<file path="config.mk">
export PLATFORM = sky130hd
export DESIGN_NAME = segment_palette_fader_core
export DESIGN_NICKNAME = d
export VERILOG_FILES = /design/src/hw/rtl/spf_pkg.sv /design/src/hw/rtl/spf_div.sv /design/src/hw/rtl/segment_palette_fader_core.sv
export SDC_FILE = /design/constraint.sdc
export NUM_CORES = 1
export LEC_CHECK = 0
export BUFFER_PORTS_ARGS = -buffer_cell sky130_fd_sc_hd__buf_2
export CORE_AREA = 5 5 278 280
export CTS_CLUSTER_DIAMETER = 150
export DETAILED_ROUTE_END_ITERATION = 8
export DIE_AREA = 0 0 283 285
export PLACE_DENSITY = 0.43
export SETUP_SLACK_MARGIN = 0.02
export SLEW_MARGIN = 30
export SYNTH_ARGS = -nofsm -noshare
export SYNTH_HDL_FRONTEND = slang
export SYNTH_SLANG_ARGS = --single-unit
</file>
<file path="constraint.sdc">
create_clock -name clk -period 7.2 [get_ports clk]
set_input_delay 0.36 -clock clk [delete_from_list [all_inputs] [get_ports clk]]
set_output_delay 0.36 -clock clk [all_outputs]
set_load 0.01 [all_outputs]
</file>
<file path="src/hw/rtl/spf_pkg.sv">
// Shared types and constants for the segment palette fader.
// Holds the FSM state type, register index codes and divider interface structs.
// No dependencies.
package spf_pkg;

  localparam int NUM_COLOURS = 4;
  localparam int DIVIDEND_W  = 18;
  localparam int DIVISOR_W   = 10;
  localparam int QUOT_W      = 8;

  localparam logic [2:0] REG_PALETTE_COUNT = 3'd0;
  localparam logic [2:0] REG_START_INDEX   = 3'd1;
  localparam logic [2:0] REG_SEGMENT_ID    = 3'd2;
  localparam logic [2:0] REG_FADE_STEPS    = 3'd3;
  localparam logic [2:0] REG_COLOUR_0      = 3'd4;
  localparam logic [2:0] REG_COLOUR_1      = 3'd5;
  localparam logic [2:0] REG_COLOUR_2      = 3'd6;
  localparam logic [2:0] REG_COLOUR_3      = 3'd7;

  localparam logic [1:0] CH_RED   = 2'd0;
  localparam logic [1:0] CH_GREEN = 2'd1;
  localparam logic [1:0] CH_BLUE  = 2'd2;

  typedef enum logic [3:0] {
    ST_IDLE = 4'b0001,
    ST_MUL  = 4'b0010,
    ST_DIV  = 4'b0100,
    ST_EMIT = 4'b1000
  } spf_state_t;

  typedef struct packed {
    logic                  start;
    logic [DIVIDEND_W-1:0] dividend;
    logic [DIVISOR_W-1:0]  divisor;
  } spf_div_req_t;

  typedef struct packed {
    logic              done;
    logic [QUOT_W-1:0] quot;
  } spf_div_rsp_t;

endpackage

</file>
<file path="src/hw/rtl/spf_div.sv">
// Restoring divider, one quotient bit per cycle, for the segment palette fader.
// Quotient is known to fit in QUOT_W bits. Depends on spf_pkg.
module spf_div import spf_pkg::*; (
  input  logic         clk,
  input  logic         rst,
  input  spf_div_req_t req,
  output spf_div_rsp_t rsp
);

  localparam int SW = $clog2(QUOT_W);

  logic [DIVIDEND_W-1:0] rem;
  logic [DIVISOR_W-1:0]  dvs;
  logic [QUOT_W-1:0]     quot;
  logic [SW-1:0]         step;
  logic                  busy;
  logic                  done;
  logic [DIVIDEND_W-1:0] trial;

  assign trial = DIVIDEND_W'(dvs) << step;

  always_ff @(posedge clk) begin
    if (rst) begin
      busy <= 1'b0;
      done <= 1'b0;
    end else begin
      done <= 1'b0;
      if (req.start) begin
        busy <= 1'b1;
      end else if (busy && step == '0) begin
        busy <= 1'b0;
        done <= 1'b1;
      end
    end
  end

  always_ff @(posedge clk) begin
    if (req.start) begin
      rem  <= req.dividend;
      dvs  <= req.divisor;
      quot <= '0;
      step <= SW'(QUOT_W - 1);
    end else if (busy) begin
      if (rem >= trial) begin
        rem        <= rem - trial;
        quot[step] <= 1'b1;
      end
      step <= step - 1'b1;
    end
  end

  assign rsp.done = done;
  assign rsp.quot = quot;

endmodule

</file>
<file path="src/hw/rtl/segment_palette_fader_core.sv">
// Top level of the segment palette fader: config registers, fade sequencer, LED word output.
// Uses spf_pkg and one shared spf_div divider.
//
// channel  | handshake              | payload
// ---------+------------------------+-------------------------------------
// tick     | tick_valid/tick_ready  | tick
// led      | led_valid/led_ready    | led_index, red, green, blue, last
// cfg      | cfg_valid/cfg_ready    | cfg_index, cfg_data
//
// A tick with one palette colour goes from idle straight to the LED words; a fading tick
// first runs a start, eight divider steps and a done for each of the three channels.
// tick_ready is high only while idle; each led word holds until led_ready.
// Synchronous reset clears state; cfg_ready is always high.
module segment_palette_fader_core import spf_pkg::*; #(
  parameter int LEDS_PER_SEGMENT = 13,
  parameter int SEGMENT_STRIDE   = 14,
  parameter int PALETTE_SIZE     = 4
) (
  input  logic        clk,
  input  logic        rst,
  input  logic        tick_valid,
  output logic        tick_ready,
  input  logic        tick,
  output logic        led_valid,
  input  logic        led_ready,
  output logic [9:0]  led_index,
  output logic [7:0]  red,
  output logic [7:0]  green,
  output logic [7:0]  blue,
  output logic        last,
  input  logic        cfg_valid,
  output logic        cfg_ready,
  input  logic [2:0]  cfg_index,
  input  logic [23:0] cfg_data
);

  localparam int IW = (LEDS_PER_SEGMENT > 1) ? $clog2(LEDS_PER_SEGMENT) : 1;
  localparam logic [IW-1:0] LAST_I = IW'(LEDS_PER_SEGMENT - 1);
  localparam logic [2:0] LIM = (PALETTE_SIZE < NUM_COLOURS) ? 3'(PALETTE_SIZE)
                                                             : 3'(NUM_COLOURS);

  spf_state_t state, state_next;

  logic [2:0]  palette_count;
  logic [5:0]  segment_id;
  logic [9:0]  fade_steps;
  logic [23:0] colour_0, colour_1, colour_2, colour_3;
  logic [1:0]  palette_pos;
  logic [9:0]  fade_progress;

  logic [23:0] a_col, b_col, colour;
  logic [9:0]  p_lat, d_lat;
  logic [1:0]  ch;
  logic [IW-1:0] led_i;

  logic [2:0]  n_used, cur3, nxt3;
  logic [1:0]  cur, nxt;
  logic [9:0]  d_eff, p_eff;
  logic [10:0] p_inc;
  logic [23:0] cur_col, nxt_col;
  logic [7:0]  a_ch, b_ch, mag, q, v;
  logic        neg;
  logic [8:0]  sum9;
  logic [15:0] base16;
  logic        tick_acc;

  spf_div_req_t div_req;
  spf_div_rsp_t div_rsp;

  spf_div u_div (
    .clk (clk),
    .rst (rst),
    .req (div_req),
    .rsp (div_rsp)
  );

  assign tick_ready = (state == ST_IDLE);
  assign cfg_ready  = 1'b1;
  assign tick_acc   = tick_valid && tick_ready;
  assign led_valid  = (state == ST_EMIT);
  assign red        = colour[23:16];
  assign green      = colour[15:8];
  assign blue       = colour[7:0];

  always_comb begin
    n_used = palette_count;
    if (n_used == 3'd0) n_used = 3'd1;
    if (n_used > LIM)   n_used = LIM;
    cur3 = ({1'b0, palette_pos} < n_used) ? {1'b0, palette_pos} : 3'd0;
    nxt3 = (cur3 + 3'd1 < n_used) ? cur3 + 3'd1 : 3'd0;
    cur  = cur3[1:0];
    nxt  = nxt3[1:0];
    d_eff = (fade_steps == '0) ? 10'd1 : fade_steps;
    p_eff = (fade_progress > d_eff) ? d_eff : fade_progress;
    p_inc = {1'b0, p_eff} + 11'd1;
    base16 = 16'(segment_id) * 16'(SEGMENT_STRIDE);
  end

  always_comb begin
    case (cur)
      2'd0:    cur_col = colour_0;
      2'd1:    cur_col = colour_1;
      2'd2:    cur_col = colour_2;
      default: cur_col = colour_3;
    endcase
    case (nxt)
      2'd0:    nxt_col = colour_0;
      2'd1:    nxt_col = colour_1;
      2'd2:    nxt_col = colour_2;
      default: nxt_col = colour_3;
    endcase
  end

  always_comb begin
    case (ch)
      CH_RED: begin
        a_ch = a_col[23:16];
        b_ch = b_col[23:16];
      end
      CH_GREEN: begin
        a_ch = a_col[15:8];
        b_ch = b_col[15:8];
      end
      default: begin
        a_ch = a_col[7:0];
        b_ch = b_col[7:0];
      end
    endcase
    neg = (b_ch < a_ch);
    mag = neg ? (a_ch - b_ch) : (b_ch - a_ch);
    div_req.start    = (state == ST_MUL);
    div_req.dividend = DIVIDEND_W'(mag) * DIVIDEND_W'(p_lat);
    div_req.divisor  = d_lat;
    q    = div_rsp.quot;
    sum9 = {1'b0, a_ch} + {1'b0, q};
    if (neg) begin
      v = (q > a_ch) ? 8'd0 : (a_ch - q);
    end else begin
      v = sum9[8] ? 8'hFF : sum9[7:0];
    end
  end

  always_comb begin
    state_next = state;
    unique case (state)
      ST_IDLE: begin
        if (tick_acc && tick) state_next = (n_used == 3'd1) ? ST_EMIT : ST_MUL;
      end
      ST_MUL: state_next = ST_DIV;
      ST_DIV: begin
        if (div_rsp.done) state_next = (ch == CH_BLUE) ? ST_EMIT : ST_MUL;
      end
      ST_EMIT: begin
        if (led_ready && last) state_next = ST_IDLE;
      end
      default: state_next = ST_IDLE;
    endcase
  end

  always_ff @(posedge clk) begin
    if (rst) begin
      state         <= ST_IDLE;
      palette_count <= 3'd1;
      segment_id    <= 6'd0;
      fade_steps    <= 10'd50;
      colour_0      <= '0;
      colour_1      <= '0;
      colour_2      <= '0;
      colour_3      <= '0;
      palette_pos   <= 2'd0;
      fade_progress <= '0;
    end else begin
      state <= state_next;
      if (tick_acc && tick && n_used != 3'd1) begin
        if (p_inc > {1'b0, d_eff}) begin
          fade_progress <= '0;
          palette_pos   <= nxt;
        end else begin
          fade_progress <= p_inc[9:0];
          palette_pos   <= cur;
        end
      end
      if (cfg_valid && cfg_ready) begin
        unique case (cfg_index)
          REG_PALETTE_COUNT: palette_count <= cfg_data[2:0];
          REG_START_INDEX: begin
            palette_pos   <= cfg_data[1:0];
            fade_progress <= '0;
          end
          REG_SEGMENT_ID:    segment_id <= cfg_data[5:0];
          REG_FADE_STEPS:    fade_steps <= cfg_data[9:0];
          REG_COLOUR_0:      colour_0   <= cfg_data;
          REG_COLOUR_1:      colour_1   <= cfg_data;
          REG_COLOUR_2:      colour_2   <= cfg_data;
          REG_COLOUR_3:      colour_3   <= cfg_data;
          default: ;
        endcase
      end
    end
  end

  always_ff @(posedge clk) begin
    unique case (state)
      ST_IDLE: begin
        a_col     <= cur_col;
        b_col     <= nxt_col;
        p_lat     <= p_eff;
        d_lat     <= d_eff;
        ch        <= CH_RED;
        colour    <= colour_0;
        led_index <= base16[9:0];
        led_i     <= '0;
        last      <= (LAST_I == '0);
      end
      ST_MUL: ;
      ST_DIV: begin
        if (div_rsp.done) begin
          case (ch)
            CH_RED:   colour[23:16] <= v;
            CH_GREEN: colour[15:8]  <= v;
            default:  colour[7:0]   <= v;
          endcase
          ch <= ch + 2'd1;
        end
      end
      ST_EMIT: begin
        if (led_ready && !last) begin
          led_index <= led_index + 10'd1;
          led_i     <= led_i + 1'b1;
          last      <= (led_i + 1'b1 == LAST_I);
        end
      end
      default: ;
    endcase
  end

endmodule
</file>
### After elaboration in Yosys (flattened, before gate mapping)

Cells that the tools add are included.

* register bits: 281
* bits of input ports: 33
* output and inout port bits: 38

* add/sub/neg operators: 11
* multiply operators: 2
* $lt $le $gt $ge: 10
* equality and inequality tests: 27
* shift-type cells: 1
* muxes and demuxes: 49
* bitwise gates (word level): 1
* reduce and logical (&&, ||, !) cells: 37

Operators with widths (count)
* $pmux W24 S3: 2
* $mux W10: 7
* $mux W8: 7
* $mux W18: 3
* $pmux W24 S2: 1
* $pmux W8 S2: 2
* $mux W24: 1
* $mux W4: 6
* $sub A8 B8 Y8: 3
* $reduce_and A2 Y1: 11
* $pmux W10 S2: 1
* $ge A18 B18 Y1: 1
* $mul A8 B10 Y18: 1
* $shl A10 B3 Y18: 1
* $sub A18 B18 Y18: 1
* $pmux W4 S4: 1
* $mux W2: 7
* $eq A3 B3 Y1 const B: 4
* $reduce_and A3 Y1: 4
* $add A10 B1 Y11 const B: 1
* $gt A11 B10 Y1: 1
* $add A10 B1 Y10 const B: 1
* $gt A10 B10 Y1: 1
* $logic_not A10 Y1: 1
* other kinds (37): 69

### Logic depth before layout (Yosys ltp)

* depth after elaboration: 13
* depth in mapped cells: 36
* mapped depth without buffers: 31

### By module

A second synthesis with hierarchy kept.

* cells, all modules: 2113
* area total of the unflattened synthesis: 18982.0 sq um

By module, submodules not included
* segment_palette_fader_core: instances 1, cells each 1760, area an instance 15807.7 sq um, seq. area each 5895.7 sq um
* spf_div: instances 1, cells each 353, area an instance 3174.3 sq um, seq. area each 1101.1 sq um

### Worst setup path after synthesis

Ideal clock, no wire load.

* path kind: reg2reg
* from: register ch[0]
* to: register u_div.rem[16], data pin
* data arrival time: 7.689 ns
* path slack: -0.749 ns
* cell stages (with the launch flop): 32
* path buffers: 3
* clock period less this slack: 7.949 ns
* cell sequence: edfxtp_1 inv_1 ha_1 clkbuf_1 nor2_1 a21o_1 inv_1 fa_1 a21o_1 a41o_1 or4_4 and2_4 buf_6 mux2i_1 a21boi_0 clkbuf_1 nor2_1 a311oi_1 fa_1 fa_1 inv_1 fa_1 inv_1 fa_1 inv_1 ha_1 or3_1 o22ai_1 o211ai_1 a31oi_1 xnor2_1 mux2_2

* word-level cells in the longest chain between the ends: 6
* elaborated cells between the ends (all ways): 10

Ends and longest elaborated chain
* from (decl): line segment_palette_fader_core.sv:53 `logic [1:0] ch;`
* from (signal assigned): line segment_palette_fader_core.sv:223 `ch <= ch + 2'd1;`
* $eq A2 B1 Y1 or $logic_not A2 Y1 (tied branches): line segment_palette_fader_core.sv:115 `case (ch)`
* $pmux W8 S2: line segment_palette_fader_core.sv:115
* $sub A8 B8 Y8 or $lt A8 B8 Y1 (tied branches): line segment_palette_fader_core.sv:130, segment_palette_fader_core.sv:129
* $mux W8 (*): line segment_palette_fader_core.sv:130 `mag = neg ? (a_ch - b_ch) : (b_ch - a_ch);`
* $mul A8 B10 Y18 (*): line segment_palette_fader_core.sv:132 `div_req.dividend = DIVIDEND_W'(mag) * DIVIDEND_W'(p_lat);`
* $mux W18 (*): line spf_div.sv:38 `if (req.start) begin`
* to (signal assigned): line spf_div.sv:39 `rem <= req.dividend;`
* to (signal assigned): line spf_div.sv:45 `rem <= rem - trial;`
* to (decl): line spf_div.sv:12 `logic [DIVIDEND_W-1:0] rem;`

Mark *: on every way between the ends. The rest lies on a longest branch, timed or not.
A chain may end at the register's enable or synchronous reset.

### Worst setup path in the final report

* from: register ch[0]
* to: register u_div.rem[17], data pin

The elaborated chain is that of the path after synthesis.

==> flow_summary_export.csv <==
group,metric,value,unit
die,io_pins,71,
clock_tree,hold_buffers,0,
timing,period_share,104.2,%
synth,yosysSeqAreaShare,38.04,%
timing,fmax,133.3,MHz
timing,tightest_slew,0.9688,ns
clock_tree,cts.sinks,281,
place,place_ws,-0.6366,ns
place,dp_hpwl,42.17,mm
final_layout,multi_input_area,0.01074,mm^2
final_layout,insertedDiodeCount,0,
die,die-area,0.08066,mm^2
synth,netlist_area,0.01839,mm^2
setup_path,endpoint_kind,"register",
die,die_height,285,um
synth,synthCells,2050,
clock_tree,clockRootBuffer,"clkbuf_16",
synth,ys.warnings.count,0,
setup_path,worst-endpoint-required,7.47,ns
clock_tree,clk_latency,0.54,ns
timing,slew_violations,0,
route,dr_wl_met2,27.83,mm
route,wire_per_inst,18.64,um
timing,slew_headroom,35.18,%
synth,synth_edf_count,137,
synth,ys_async_sr_fraction,0,%
route,highest_layer,"met4",
setup_path,worst_path_max_delay_cell,"fa_1",
place,numPortBuffers,69,
worst_hold_path,hold_depth,3,
timing,grt_setup_unrepaired,"yes",
route,drtAntennaViolNets,0,
synth,ys_ff_latch,281,
synth,synth_flop_cell,"dfxtp_1",
setup_path,r2r_cells,28,
clock_tree,cts_buffer_depth,3,
timing,fin_worst_skew,0.01422,ns
setup_path,r2r_slack,-0.30,ns
grt,grt_first_pass_wirelength,91.16,mm
final_layout,drive_gt1_share,15.53,%
synth,avgSynthCellArea,8.971,um^2
final_layout,final_nets,2382,
die,core_area,0.07420,mm^2
clock_tree,htreeDepth,2,
final_layout,syn2layout_area_growth,19.94,%
grt,overflow,0,
setup_path,start_kind,"register",
status,violations,"setup timing",
job,max-cap-violations,0,
route,drtIter0Drc,1206,
setup_path,crit_top_cell,"fa_1",
worst_hold_path,min_path_type,"input port to register",
die,die_x,283,um
setup_path,arrival,7.77,ns
synth,synth_nets,2269,
final_layout,fill_cells,7831,
final_layout,register_area,0.006997,mm^2
clock_tree,clk_pin_slew_worst_paths,0.06,ns
timing,setup_viol,8,
timing,hold_viol_final,0,
setup_path,worstPathMaxFanout,7,
grt,grt_max_degree,71,
route,firstDrtPassIters,9,
route,drcViolationCount,0,
setup_path,critical-path-max-stage-delay,0.55,ns
die,initial_core_util,24.79,%
grt,grt_util_all_layers,14.14,%
clock_tree,tritoncts,"done",
route,dr_wl_met3,2.206,mm
die,row_count,100,
setup_path,worstSetupPathType,"register to register",
timing,finalCriticalPeriod,7.502,ns
status,status,"complete, but fails checks",
place,gp_congestion,0.8339,
worst_hold_path,hold_start,"cfg_data[19]",
setup_path,reg2reg_from,"ch[0]",
synth,synth_cell_type_count,83,
route,wirelength,58.87,mm
route,wl_met1,27.83,mm
grt,grt_pass1_vias,15090,
clock_tree,numCtsBuffers,36,
grt,antenna_found_initial,2,
route,viasPerCell,4.846,
route,num_vias,15310,
worst_hold_path,whs_endpoint,"colour_3[19]",
timing,worst_slack,-0.3024,ns
setup_path,rr_endpoint,"u_div.rem[17]",
==> worst max-delay path, delay by kind of cell (launching register included) <==
family                     cells  cell delay, ns
DFF                            1            0.42
and+or+nand+nor                6            1.50
AOI/OAI and AO/OA              8            1.58
adders and majority gates      7            2.79
buffers and inverters          3            0.24
xor gates and xnor gates       2            0.28
muxes                          2            0.41
==> cells in the final DEF, fill, tap and decap left out, types with 13 or more instances in the layout <==
cell	n
a21o_1	36
xor2_1	23
nand3_1	43
and2_1	47
o21ai_0	55
mux2i_1	50
xnor2_1	29
o211ai_1	13
nor2b_1	23
a31oi_1	13
fa_1	57
nand4_1	18
a21oi_1	184
buf_4	115
nor3_1	20
ha_1	117
edfxtp_1	137
nand2b_1	18
clkbuf_16	38
nor2_1	128
a222oi_1	42
inv_1	149
nand2_1	346
buf_2	68
a22o_1	27
dfxtp_1	144
==> flip-flops by register name, indices dropped and copies added, names as in the netlist, 6 cells and up <==
register and count:
colour 24, colour_2 24, fade_progress 10, u_div.dvs 10
led_index 10, colour_0 24, colour_3 24, segment_id 6
u_div.quot 8, b_col 24, a_col 24, fade_steps 10
colour_1 24, d_lat 10, u_div.rem 18, p_lat 10
==> cell families after synthesis <==
kind of cell | after synthesis | synth area share [%]
other cells | 1 | 0.02039
compound gates | 477 | 17.31
flops | 281 | 38.04
simple gates | 711 | 17.55
fa+ha+maj | 186 | 15.06
buf+inv | 277 | 5.837
xor+xnor | 57 | 2.837
mux | 60 | 3.340
==> synth_stat cells, drive strengths merged (44+ instances only) <==
cell    number  area, um^2
a21oi      187       935.9
edfxtp     137        4114
inv        158       593.1
nand2      350        1314
o21ai       58       290.3
ha         127        1589
nand3       44       220.2
clkbuf     102       385.4
nor2       131       491.7
fa          59        1181
and2        56       352.8
dfxtp      144        2883
mux2i       52       520.5
==> metal layers <==
| layer | vias up | track usage (%) |
|---|---|---|
| li1 | 7417 | - |
| met4 | 0 | 3.050 |
| met5 | - | 0 |
| met2 | 343 | 23.65 |
| met1 | 7481 | 19.69 |
| met3 | 66 | 1.773 |
==> per-stage QoR <==
stage               std cells  TNS (ns)  hold WS (ns)  utilization, %  area (um^2)
CTS                      3150    -1.726       0.06041           29.49        21880
finish                   3159    -1.412       0.09269           29.73        22060
detailed placement       3072    -4.241        0.4045           27.56        20450
global placement         3072    -3.058        0.4069           27.56        20450
floorplan                2050  -0.07664        0.4003               -        18580
global route             3159    -3.884       0.07450           29.73        22060
==> final cells by class <==
cell class / instances / share of cell area [%]
sequential: 281 / 31.72
clock buffer: 50 / 4.742
timing repair buffer: 192 / 6.035
inverter: 159 / 2.706
tap: 969 / 5.496
clock inverter: 15 / 0.6183
multi-input combinational: 1493 / 48.68
==> how the worst max path moves through the flow <==
stage	from	end	slack, ns	depth (start not counted)
global route	ch[0]	u_div.rem[17]	-0.58	29
global placement	ch[0]	u_div.rem[16]	-0.47	27
detailed placement	ch[0]	u_div.rem[17]	-0.64	29
floorplan	ch[0]	u_div.rem[16]	-0.04	27
CTS	ch[0]	u_div.rem[16]	-0.32	27
finish	ch[0]	u_div.rem[17]	-0.30	28
==> repair_timing <==
action                                  4_1_cts  5_1_grt
endpoints found under the setup margin       11       11
buffers inserted                             12        8
cloned                                        1        1
pin swaps                                    41       25
resized for setup                            29       20
Power is left out: the tool's default activity adds up to more than one toggle a clock period on the data nets, which glitch-free logic cannot reach.
